File: src/design/min_max_contrast_stretch_assert.svh
// Assertion macros used by the contrast stretch controller.
`ifndef MIN_MAX_CONTRAST_STRETCH_ASSERT_SVH
`define MIN_MAX_CONTRAST_STRETCH_ASSERT_SVH

// Check that a condition implies another in the same cycle.
`define MMCS_ASSERT_SAME(label, clk, rst_n, cond, expr) \
    label: assert property (@(posedge clk) disable iff (!rst_n) (cond) |-> (expr)) \
        else $error("mmcs assertion failed");

// Check that a condition implies another in the following cycle.
`define MMCS_ASSERT_NEXT(label, clk, rst_n, cond, expr) \
    label: assert property (@(posedge clk) disable iff (!rst_n) (cond) |=> (expr)) \
        else $error("mmcs assertion failed");

`endif

File: src/design/mmcs_pkg.sv
package mmcs_pkg;

    localparam int PIXEL_BITS = 8;
    localparam int CNT_BITS   = (PIXEL_BITS > 1) ? $clog2(PIXEL_BITS) : 1;
    localparam int IDX_BITS   = 2;

    localparam logic [CNT_BITS-1:0] CNT_START = CNT_BITS'(PIXEL_BITS - 1);

    typedef enum logic [IDX_BITS-1:0] {
        REG_OUT_LOW  = 2'd0,
        REG_OUT_HIGH = 2'd1
    } reg_index_t;

    typedef struct packed {
        logic [PIXEL_BITS-1:0] pixel_in;
        logic                  last_in;
    } in_item_t;

    typedef struct packed {
        logic [PIXEL_BITS-1:0] pixel_out;
        logic                  last_out;
    } out_item_t;

    typedef enum logic [1:0] {
        ST_MEASURE,
        ST_MAP,
        ST_DIV,
        ST_WB
    } state_t;

    // controller to datapath
    typedef struct packed {
        logic measure;
        logic load;
        logic step;
        logic write;
    } cmd_t;

    // datapath to controller
    typedef struct packed {
        logic in_last;
        logic out_free;
        logic last;
    } status_t;

endpackage

File: src/design/mmcs_datapath.sv
module mmcs_datapath
    import mmcs_pkg::*;
(
    input  logic                  clk,
    input  logic                  rst_n,
    input  in_item_t              in_data,
    output out_item_t             out_data,
    output logic                  out_valid,
    input  logic                  out_stall,
    input  logic                  cfg_write,
    input  logic [IDX_BITS-1:0]   cfg_index,
    input  logic [PIXEL_BITS-1:0] cfg_data,
    input  cmd_t                  cmd,
    output status_t               status
);

    logic [PIXEL_BITS-1:0]   out_low_reg;
    logic [PIXEL_BITS-1:0]   out_high_reg;
    logic [PIXEL_BITS-1:0]   min_reg;
    logic [PIXEL_BITS-1:0]   max_reg;
    logic                    last_reg;
    logic                    dpos_reg;
    logic                    dneg_reg;
    logic                    dge_reg;
    logic [PIXEL_BITS-1:0]   rem_reg;
    logic [PIXEL_BITS-1:0]   rem_next;
    logic [PIXEL_BITS-1:0]   quo_reg;
    logic [PIXEL_BITS-1:0]   quo_next;
    logic                    out_valid_reg;
    logic                    out_valid_next;
    out_item_t               out_data_reg;

    logic [PIXEL_BITS-1:0]   diff;
    logic [PIXEL_BITS-1:0]   range;
    logic [2*PIXEL_BITS-1:0] prod;
    logic [PIXEL_BITS-1:0]   span;
    logic [PIXEL_BITS:0]     rem_ext;
    logic [PIXEL_BITS:0]     rem_sub;
    logic                    ge;
    logic [PIXEL_BITS:0]     quo_shift;
    logic [PIXEL_BITS-1:0]   result;
    logic                    out_free;

    assign diff  = in_data.pixel_in - min_reg;
    assign range = out_high_reg - out_low_reg;
    assign prod  = {{PIXEL_BITS{1'b0}}, diff} * {{PIXEL_BITS{1'b0}}, range};
    assign span  = max_reg - min_reg;

    // one restoring step: bring in the next numerator bit, subtract if it fits
    assign rem_ext   = {rem_reg, quo_reg[PIXEL_BITS-1]};
    assign rem_sub   = rem_ext - {1'b0, span};
    assign ge        = (rem_ext >= {1'b0, span});
    assign rem_next  = ge ? rem_sub[PIXEL_BITS-1:0] : rem_ext[PIXEL_BITS-1:0];
    assign quo_shift = {quo_reg, ge};
    assign quo_next  = quo_shift[PIXEL_BITS-1:0];

    always_comb
    begin
        if (min_reg >= max_reg)
        begin
            result = out_low_reg;
        end
        else if (out_high_reg < out_low_reg)
        begin
            result = dpos_reg ? out_low_reg : out_high_reg;
        end
        else if (dneg_reg)
        begin
            result = out_low_reg;
        end
        else if (dge_reg)
        begin
            result = out_high_reg;
        end
        else
        begin
            result = out_low_reg + quo_reg;
        end
    end

    assign out_free = !out_valid_reg || !out_stall;

    always_comb
    begin
        out_valid_next = out_valid_reg;
        if (cmd.write)
        begin
            out_valid_next = 1'b1;
        end
        else if (out_valid_reg && !out_stall)
        begin
            out_valid_next = 1'b0;
        end
    end

    always_ff @(posedge clk or negedge rst_n)
    begin
        if (!rst_n)
        begin
            out_low_reg   <= '0;
            out_high_reg  <= '1;
            min_reg       <= '1;
            max_reg       <= '0;
            out_valid_reg <= 1'b0;
        end
        else
        begin
            out_valid_reg <= out_valid_next;
            if (cfg_write && cfg_index == REG_OUT_LOW)
            begin
                out_low_reg <= cfg_data;
            end
            if (cfg_write && cfg_index == REG_OUT_HIGH)
            begin
                out_high_reg <= cfg_data;
            end
            if (cmd.measure)
            begin
                if (in_data.pixel_in < min_reg)
                begin
                    min_reg <= in_data.pixel_in;
                end
                if (in_data.pixel_in > max_reg)
                begin
                    max_reg <= in_data.pixel_in;
                end
            end
            else if (cmd.write && last_reg)
            begin
                min_reg <= '1;
                max_reg <= '0;
            end
        end
    end

    always_ff @(posedge clk)
    begin
        if (cmd.load)
        begin
            last_reg <= in_data.last_in;
            dpos_reg <= (in_data.pixel_in > min_reg);
            dneg_reg <= (in_data.pixel_in < min_reg);
            dge_reg  <= (in_data.pixel_in >= max_reg);
            rem_reg  <= prod[2*PIXEL_BITS-1:PIXEL_BITS];
            quo_reg  <= prod[PIXEL_BITS-1:0];
        end
        else if (cmd.step)
        begin
            rem_reg <= rem_next;
            quo_reg <= quo_next;
        end
        if (cmd.write)
        begin
            out_data_reg.pixel_out <= result;
            out_data_reg.last_out  <= last_reg;
        end
    end

    assign out_valid       = out_valid_reg;
    assign out_data        = out_data_reg;
    assign status.in_last  = in_data.last_in;
    assign status.out_free = out_free;
    assign status.last     = last_reg;

endmodule

File: src/design/mmcs_ctrl.sv
module mmcs_ctrl
    import mmcs_pkg::*;
(
    input  logic    clk,
    input  logic    rst_n,
    input  logic    in_valid,
    output logic    in_stall,
    input  status_t status,
    output cmd_t    cmd
);

    state_t              state_reg;
    state_t              state_next;
    logic [CNT_BITS-1:0] cnt_reg;
    logic [CNT_BITS-1:0] cnt_next;
    logic                in_accept;

    assign in_accept = in_valid && !in_stall;

    always_comb
    begin
        state_next = state_reg;
        case (state_reg)
            ST_MEASURE:
            begin
                if (in_valid && status.in_last)
                begin
                    state_next = ST_MAP;
                end
            end
            ST_MAP:
            begin
                if (in_valid)
                begin
                    state_next = ST_DIV;
                end
            end
            ST_DIV:
            begin
                if (cnt_reg == '0)
                begin
                    state_next = ST_WB;
                end
            end
            ST_WB:
            begin
                if (status.out_free)
                begin
                    state_next = status.last ? ST_MEASURE : ST_MAP;
                end
            end
            default:
            begin
                state_next = ST_MEASURE;
            end
        endcase
    end

    always_comb
    begin
        in_stall    = 1'b1;
        cmd.measure = 1'b0;
        cmd.load    = 1'b0;
        cmd.step    = 1'b0;
        cmd.write   = 1'b0;
        case (state_reg)
            ST_MEASURE:
            begin
                in_stall    = 1'b0;
                cmd.measure = in_valid;
            end
            ST_MAP:
            begin
                in_stall = 1'b0;
                cmd.load = in_valid;
            end
            ST_DIV:
            begin
                cmd.step = 1'b1;
            end
            ST_WB:
            begin
                cmd.write = status.out_free;
            end
            default:
            begin
                in_stall = 1'b1;
            end
        endcase
    end

    always_comb
    begin
        cnt_next = cnt_reg;
        if (cmd.load)
        begin
            cnt_next = CNT_START;
        end
        else if (cmd.step)
        begin
            cnt_next = cnt_reg - 1'b1;
        end
    end

    always_ff @(posedge clk or negedge rst_n)
    begin
        if (!rst_n)
        begin
            state_reg <= ST_MEASURE;
            cnt_reg   <= '0;
        end
        else
        begin
            state_reg <= state_next;
            cnt_reg   <= cnt_next;
        end
    end

`include "min_max_contrast_stretch_assert.svh"

    `MMCS_ASSERT_NEXT(a_load_starts_div, clk, rst_n, cmd.load, state_reg == ST_DIV && cnt_reg == CNT_START)
    `MMCS_ASSERT_NEXT(a_div_ends_in_wb, clk, rst_n, state_reg == ST_DIV && cnt_reg == '0, state_reg == ST_WB)
    `MMCS_ASSERT_NEXT(a_last_ends_image, clk, rst_n, cmd.write && status.last, state_reg == ST_MEASURE)
    `MMCS_ASSERT_SAME(a_no_accept_busy, clk, rst_n, in_accept, state_reg == ST_MEASURE || state_reg == ST_MAP)

endmodule

File: src/design/min_max_contrast_stretch.sv
// Two-pass min-max contrast stretch with no frame store. Send the image once
// (measuring pass): each pixel is taken without a stall, updates the running
// minimum and maximum and gives no result item. The item flagged last_in ends
// that pass. Send the same image again (mapping pass): each pixel yields one
// item out_low + floor((v-min)*(out_high-out_low)/(max-min)), limited to the
// output range; a flat image gives out_low everywhere, and with out_high below
// out_low a pixel above the measured minimum gives out_low and any other pixel
// gives out_high. Each mapping-pass pixel is taken and its product formed, then
// the restoring divider yields one quotient bit per cycle, PIXEL_BITS bits in
// all, and the result is then written to the output register once that register
// is free; no new pixel is taken in the meantime. After the last mapped pixel
// the block clears its minimum and maximum and measures again. Write out_low
// (index 0) and out_high (index 1) only while the block is idle; other indexes
// are ignored.
module min_max_contrast_stretch
    import mmcs_pkg::*;
(
    input  logic                  clk,
    input  logic                  rst_n,
    // input items
    input  logic                  in_valid,
    output logic                  in_stall,
    input  in_item_t              in_data,
    // result items
    output logic                  out_valid,
    input  logic                  out_stall,
    output out_item_t             out_data,
    // register writes
    input  logic                  cfg_valid,
    output logic                  cfg_ready,
    input  logic [IDX_BITS-1:0]   cfg_index,
    input  logic [PIXEL_BITS-1:0] cfg_data
);

    cmd_t    cmd;
    status_t status;

    // register writes are always taken
    assign cfg_ready = 1'b1;

    mmcs_ctrl u_ctrl
    (
        .clk      (clk),
        .rst_n    (rst_n),
        .in_valid (in_valid),
        .in_stall (in_stall),
        .status   (status),
        .cmd      (cmd)
    );

    mmcs_datapath u_datapath
    (
        .clk       (clk),
        .rst_n     (rst_n),
        .in_data   (in_data),
        .out_data  (out_data),
        .out_valid (out_valid),
        .out_stall (out_stall),
        .cfg_write (cfg_valid && cfg_ready),
        .cfg_index (cfg_index),
        .cfg_data  (cfg_data),
        .cmd       (cmd),
        .status    (status)
    );

endmodule
File: config.mk
export PLATFORM = sky130hd
export DESIGN_NAME = min_max_contrast_stretch
export DESIGN_NICKNAME = d
export VERILOG_FILES = /design/src/design/mmcs_pkg.sv /design/src/design/mmcs_datapath.sv /design/src/design/mmcs_ctrl.sv /design/src/design/min_max_contrast_stretch.sv
export VERILOG_INCLUDE_DIRS = /design/src /design/src/design
export SDC_FILE = /design/constraint.sdc
export NUM_CORES = 1
export LEC_CHECK = 0
export ABC_AREA = 1
export BUFFER_PORTS_ARGS = -buffer_cell sky130_fd_sc_hd__buf_2
export CORE_ASPECT_RATIO = 0.8
export CORE_MARGIN = 2
export CORE_UTILIZATION = 40
export DETAILED_ROUTE_END_ITERATION = 10
export HOLD_SLACK_MARGIN = 0.06
export PLACE_DENSITY = 0.64
export SYNTH_ARGS = -nofsm -noshare
export SYNTH_HDL_FRONTEND = slang
export SYNTH_SLANG_ARGS = --single-unit
File: constraint.sdc
create_clock -name clk -period 5.25 [get_ports clk]
set_input_delay 1.05 -clock clk [delete_from_list [all_inputs] [get_ports clk]]
set_output_delay 1.05 -clock clk [all_outputs]
set_load 0.03 [all_outputs]
Word level (Yosys, flattened, before mapping)
Index checks and enable logic that the tools add are counted.

word-level totals
  flip-flop bits (word level) = 67
  input port bits = 24
  output and inout bits = 12
  word-level logic and storage cells = 88

cells by class
  add/sub/neg operators = 6
  multiply operators = 1
  order comparisons = 7
  equality and inequality tests = 10
  mux-type cells = 31
  reductions and logical operators = 18

operators by type and width
  kind                                                                number
  8-bit 2-to-1 mux                                                    16
  8-bit subtractor                                                    4
  8-bit greater-or-equal comparator                                   2
  8-bit greater-than comparator                                       2
  8-bit < comparator                                                  2
  8-bit by 8-bit multiplier with 16-bit output                        1
  2-bit by 1-bit != test with 1-bit output, second input constant     5
  9-bit by 8-bit greater-or-equal comparator with 1-bit output        1
  8-bit adder                                                         1
  1-bit 2-to-1 mux                                                    8
  2-bit 2-to-1 mux                                                    4
  2-bit one-hot mux with 4 select lines                               1
  3-bit 2-to-1 mux                                                    2
  2-bit nonzero test                                                  3
  1-bit logical AND                                                   5
  2-bit by 1-bit == test with 1-bit output, second input constant     2
  2-bit == test, second input constant                                2
  2-bit zero test                                                     2
  2-bit AND reduction                                                 2
  4-bit AND reduction                                                 1
  3-bit zero test                                                     1
  3-bit by 1-bit subtractor with 3-bit output, second input constant  1
  1-bit zero test                                                     2
  2-bit != test, second input constant                                1
  2 further kinds                                                     2

Longest topological paths before layout
  word-level depth = 6
  mapped depth = 28
  mapped depth without buffers = 28

Hierarchy
Synthesis repeated with hierarchy kept, for this count alone.

second synthesis, totals
  cells, all modules = 1003
  area total of the unflattened synthesis = 7527.2 µm²

by module, submodules not included
  module                    instances  cells an instance  area an instance (µm²)  seq. area each (µm²)
  mmcs_datapath             1          944                7104.3                  1716.6
  mmcs_ctrl                 1          57                 411.6                   125.1
  min_max_contrast_stretch  1          2                  11.3                    0.0

Worst setup path before layout
No wires, ideal clock.

  path kind = input to register
  start point = input port in_data[1] (netlist name)
  end point = register u_datapath.rem_reg[4] (data pin)
  library setup time = 0.254 ns
  arrival = 5.540 ns
  required time = 4.996 ns
  setup slack = -0.543 ns
  cell stages on the path = 26
  buffers on the path = 0
  cell sequence = inv_1 > ha_1 > fa_1 > nor2_1 > nor2_1 > xor2_1 > inv_1 > nor2_1 > fa_1 > inv_1 > fa_1 > inv_1 > fa_1 > inv_1 > fa_1 > inv_1 > ha_1 > inv_1 > nor3_1 > nand2_1 > o211ai_1 > a21oi_1 > inv_1 > nand2_1 > nand3_1 > nand2_1

on the way
  longest elaborated chain between the ends = 3

ends and longest elaborated chain
  element                                       line                            source
  from (decl)                                   min_max_contrast_stretch.sv:23  input in_item_t in_data,
  8-bit subtractor                              mmcs_datapath.sv:44             assign diff = in_data.pixel_in - min_reg;
  8-bit by 8-bit multiplier with 16-bit output  mmcs_datapath.sv:46             assign prod = {{PIXEL_BITS{1'b0}}, diff} * {{PIXEL_BITS{1'b0}}, range};
  8-bit 2-to-1 mux                              mmcs_datapath.sv:138            if (cmd.load)
  to (signal assigned)                          mmcs_datapath.sv:144            rem_reg <= prod[2*PIXEL_BITS-1:PIXEL_BITS];
  to (signal assigned)                          mmcs_datapath.sv:149            rem_reg <= rem_next;
  to (decl)                                     mmcs_datapath.sv:25             logic [PIXEL_BITS-1:0] rem_reg;

No other way between the ends.
A chain may end at the register's enable or synchronous reset.

Worst setup path after layout
  start point = input port in_data[1] (netlist name)
  end point = register u_datapath.rem_reg[6] (data pin)

The elaborated chain is that of the path after synthesis.

==> summary.txt <==
Synth
  – Post-synth top cells: nand2_1 (192), inv_1 (167), ha_1 (90), nor2_1 (80), nand3_1 (65)
  – EDFF count, synth: 29
  – Post-synthesis sequential area ratio: about a quarter
  – Cell taking the most area after synthesis: ha_1
  – Syn_nets: 1,091
  – Top_reg_cell synth: edfxtp_1
  – Syn_area_per_cell: slightly below 8 µm²
  – Area contributors post-synth: ha_1 (16%), edfxtp_1 (12%), fa_1 (11%), nand2_1 (10%), inv_1 (8.7%)
  – Async S/R FF share, synth: roughly 57%
  – Top-area cell type share of the netlist area: 15.6%
  – Seq cells post-synth: between 60 and 70
  – Netlist Area Pre-Place: just over 7000 µm²
  – Synthesized instance count: 936
  – Cell with the most instances after synthesis: nand2_1
  – Synth cell types: 49
  – Warnings from Yosys: 0

Hold path
  – Hold path depth: 2
  – Worst hold path class: flip-flop to flip-flop
  – Worst Hold End: u_ctrl.cnt_reg[1]
  – Hold_sp: u_ctrl.cnt_reg[1]

Clock network
  – CTS tree: yes
  – Htree depth: 3
  – Root Buffer Master: clkbuf_16
  – Clock latency on the worst-skew pair: 0.34 ns
  – CTS buffer count: 9
  – Clock buffer depth: 2
  – Clock sink total: 67
  – Clock-pin slew on the worst setup and hold paths: ~0.06 ns

Worst setup path
  – Crit Path Category: input pin to flip-flop
  – Worst reg2reg startpoint: u_datapath.out_high_reg[0]
  – Stages on worst setup path: 25
  – Startpoint Class: input pin
  – Reg2Reg Setup Slack: -0.09 ns
  – CP Capture Type: flip-flop
  – CP delay by family, top: adder cells
  – CP dominant cell by count: nand2_1
  – Worst Path Required: 5.35 ns
  – R2R cell count: 27
  – Crit-path max cell delay: 0.56 ns
  – WP buf/inv: 8
  – Worst path slowest cell: fa_1
  – Worst-path fanout max: 4
  – Reg-to-reg endpoint: u_datapath.rem_reg[6]
  – Worst EP arrival: 5.52 ns

STA
  – Max Clock Freq: 185 MHz
  – Setup ws final: -0.169 ns
  – Minimum clock period: 5.42 ns
  – Worst-margin pin slew: 1.18 ns
  – RSZ-0062 raised after global routing: yes
  – Worst slew margin: 21.3%
  – Max-slew violations: 0
  – # setup viols final: 7
  – Clock Skews: 0.00968 ns
  – Setup TNS Final: -0.953 ns
  – Final Hold Fails: 0
  – Final period util: 103%

Outcome
  – Status: finished, violations left
  – Violated checks: negative setup slack

Cells and area
  – Number of flip-flops in the largest register: 9
  – FILL cells: 1,671
  – Final core occ: between 50% and 60%
  – Area Overhead vs Synth: 24.2%
  – Flip-flop and latch area: 1840 µm²
  – Antenna diodes: 0
  – Multi-input logic area: between 4000 and 5000 µm²
  – Nets: 1,220
  – Layout cells sized above 1: 23.7%

Routing
  – Detail Route Antenna Nets: 0
  – DR WL/cell: 14.3 µm
  – DRT iter0 DRCs: 424
  – Vias/cell: between 5 and 6
  – Vias post-DR: 6,487
  – Drt total wl: approximately 18,000 µm
  – # DRC: 0
  – DRT Pass-1 Iters: 5

Floorplan
  – Die X: between 150 and 200 µm
  – I/O pin total: 36
  – Placement Rows: 43
  – Initial Util: 41.2%
  – Die area: 19,200 µm²
  – Die H: 124 µm
  – Core box area: 17,500 µm²

Global routing
  – Number of global-route vias before repair: 6,320
  – Largest net degree at the start of global routing: 39
  – Top Usage Layer GRT: met2
  – Met1 usage: 29.1%
  – GR Overflow Total: 0
  – First-pass GRT wire length: 31,200 µm
  – Initial antenna violation count: 0
  – Total GRT Usage: 20.2%
  – GRT met2 Usage: 31.6%
  – Met3 GRT Util: 3.38%

Flow run
  – Number of max-cap violations: 0

Placement
  – HPWL Detailed: 15,100 µm
  – Final RePlAce weighted congestion: 0.926
  – Port Buffers: 34
==> worst min-delay path, cell delays in order, from the launching register on <==
cell,delay (ns)
dfrtp_1,0.35
a21oi_1,0.06
o21ai_0,0.06
==> kinds of logic after synthesis <==
logic type	count (synthesis)	share of synthesized area [%]
AND/OR/NAND/NOR	378	22.2
buffers and inverters	185	9.86
adder cells (fa/ha/maj)	131	26.9
AO/OA/AOI/OAI	149	11.9
flip-flops	67	25.5
XOR/XNOR	25	3.60
other	1	0.0519
==> cell usage in the layout (no fill, tap or decap), drive strengths merged <==
cell type,n
nand2,199
inv,173
buf,130
ha,90
nor2,80
o21ai,73
nand3,66
a21oi,56
fa,41
edfxtp,29
dfrtp,22
dfstp,16
xor2,16
clkbuf,14
nor3,10
nand4,9
xnor2,9
or2,9
o211ai,5
nand3b,3
o21a,3
a31oi,3
clkinv,2
o21bai,2
o31a,1
nor4,1
a221oi,1
a21o,1
a211o,1
and2,1
a211oi,1
o22ai,1
o31ai,1
conb,1
==> worst max-delay path by stage <==
| stage | from | endpoint | slack, ns |
|---|---|---|---|
| final | in_data[1] | u_datapath.rem_reg[6] | -0.17 |
| after global routing | in_data[1] | u_datapath.rem_reg[6] | -0.38 |
| after detailed placement | in_data[1] | u_datapath.rem_reg[6] | -0.67 |
| after CTS | in_data[1] | u_datapath.rem_reg[6] | -0.13 |
| after global placement | in_data[1] | u_datapath.rem_reg[1] | -0.57 |
| after floorplan | in_data[1] | u_datapath.rem_reg[4] | -0.24 |
==> repair_timing <==
action	in CTS	in global routing
gates resized for setup	37	17
buffers inserted	5	4
pin swaps	18	15
hold buffers	0	0
endpoints found under the setup margin	9	9
endpoints found under the hold margin	0	0
==> stage by stage <==
stage          cells  hold WS, ns  setup slack, ns  instance area [µm²]
2_1_floorplan    936        0.451           -0.241                 7340
3_3_place_gp    1270        0.482           -0.571                 8380
3_5_place_dp    1270        0.503           -0.674                 8380
4_1_cts         1291        0.516           -0.126                 8880
5_1_grt         1295        0.540           -0.380                 8980
6_report        1295        0.510           -0.169                 8980
==> layer usage <==
layer | wire length (µm) | vias to the layer above
met5 | 0 | -
met4 | 313 | 0
met3 | 779 | 23
met2 | 8280 | 148
met1 | 9100 | 3045
li1 | - | 3271
==> layout make-up <==
type | instances | area share (%)
multi-input cells | 684 | 55.4
flip-flops and latches | 67 | 20.5
repair buffers | 130 | 10.3
inverters | 173 | 7.37
clock buffers | 14 | 3.19
well taps | 225 | 3.13
clock inverters | 2 | 0.167
Power is not shown: default switching activity piles up to over one toggle a cycle in this logic, so the estimate is an artifact.
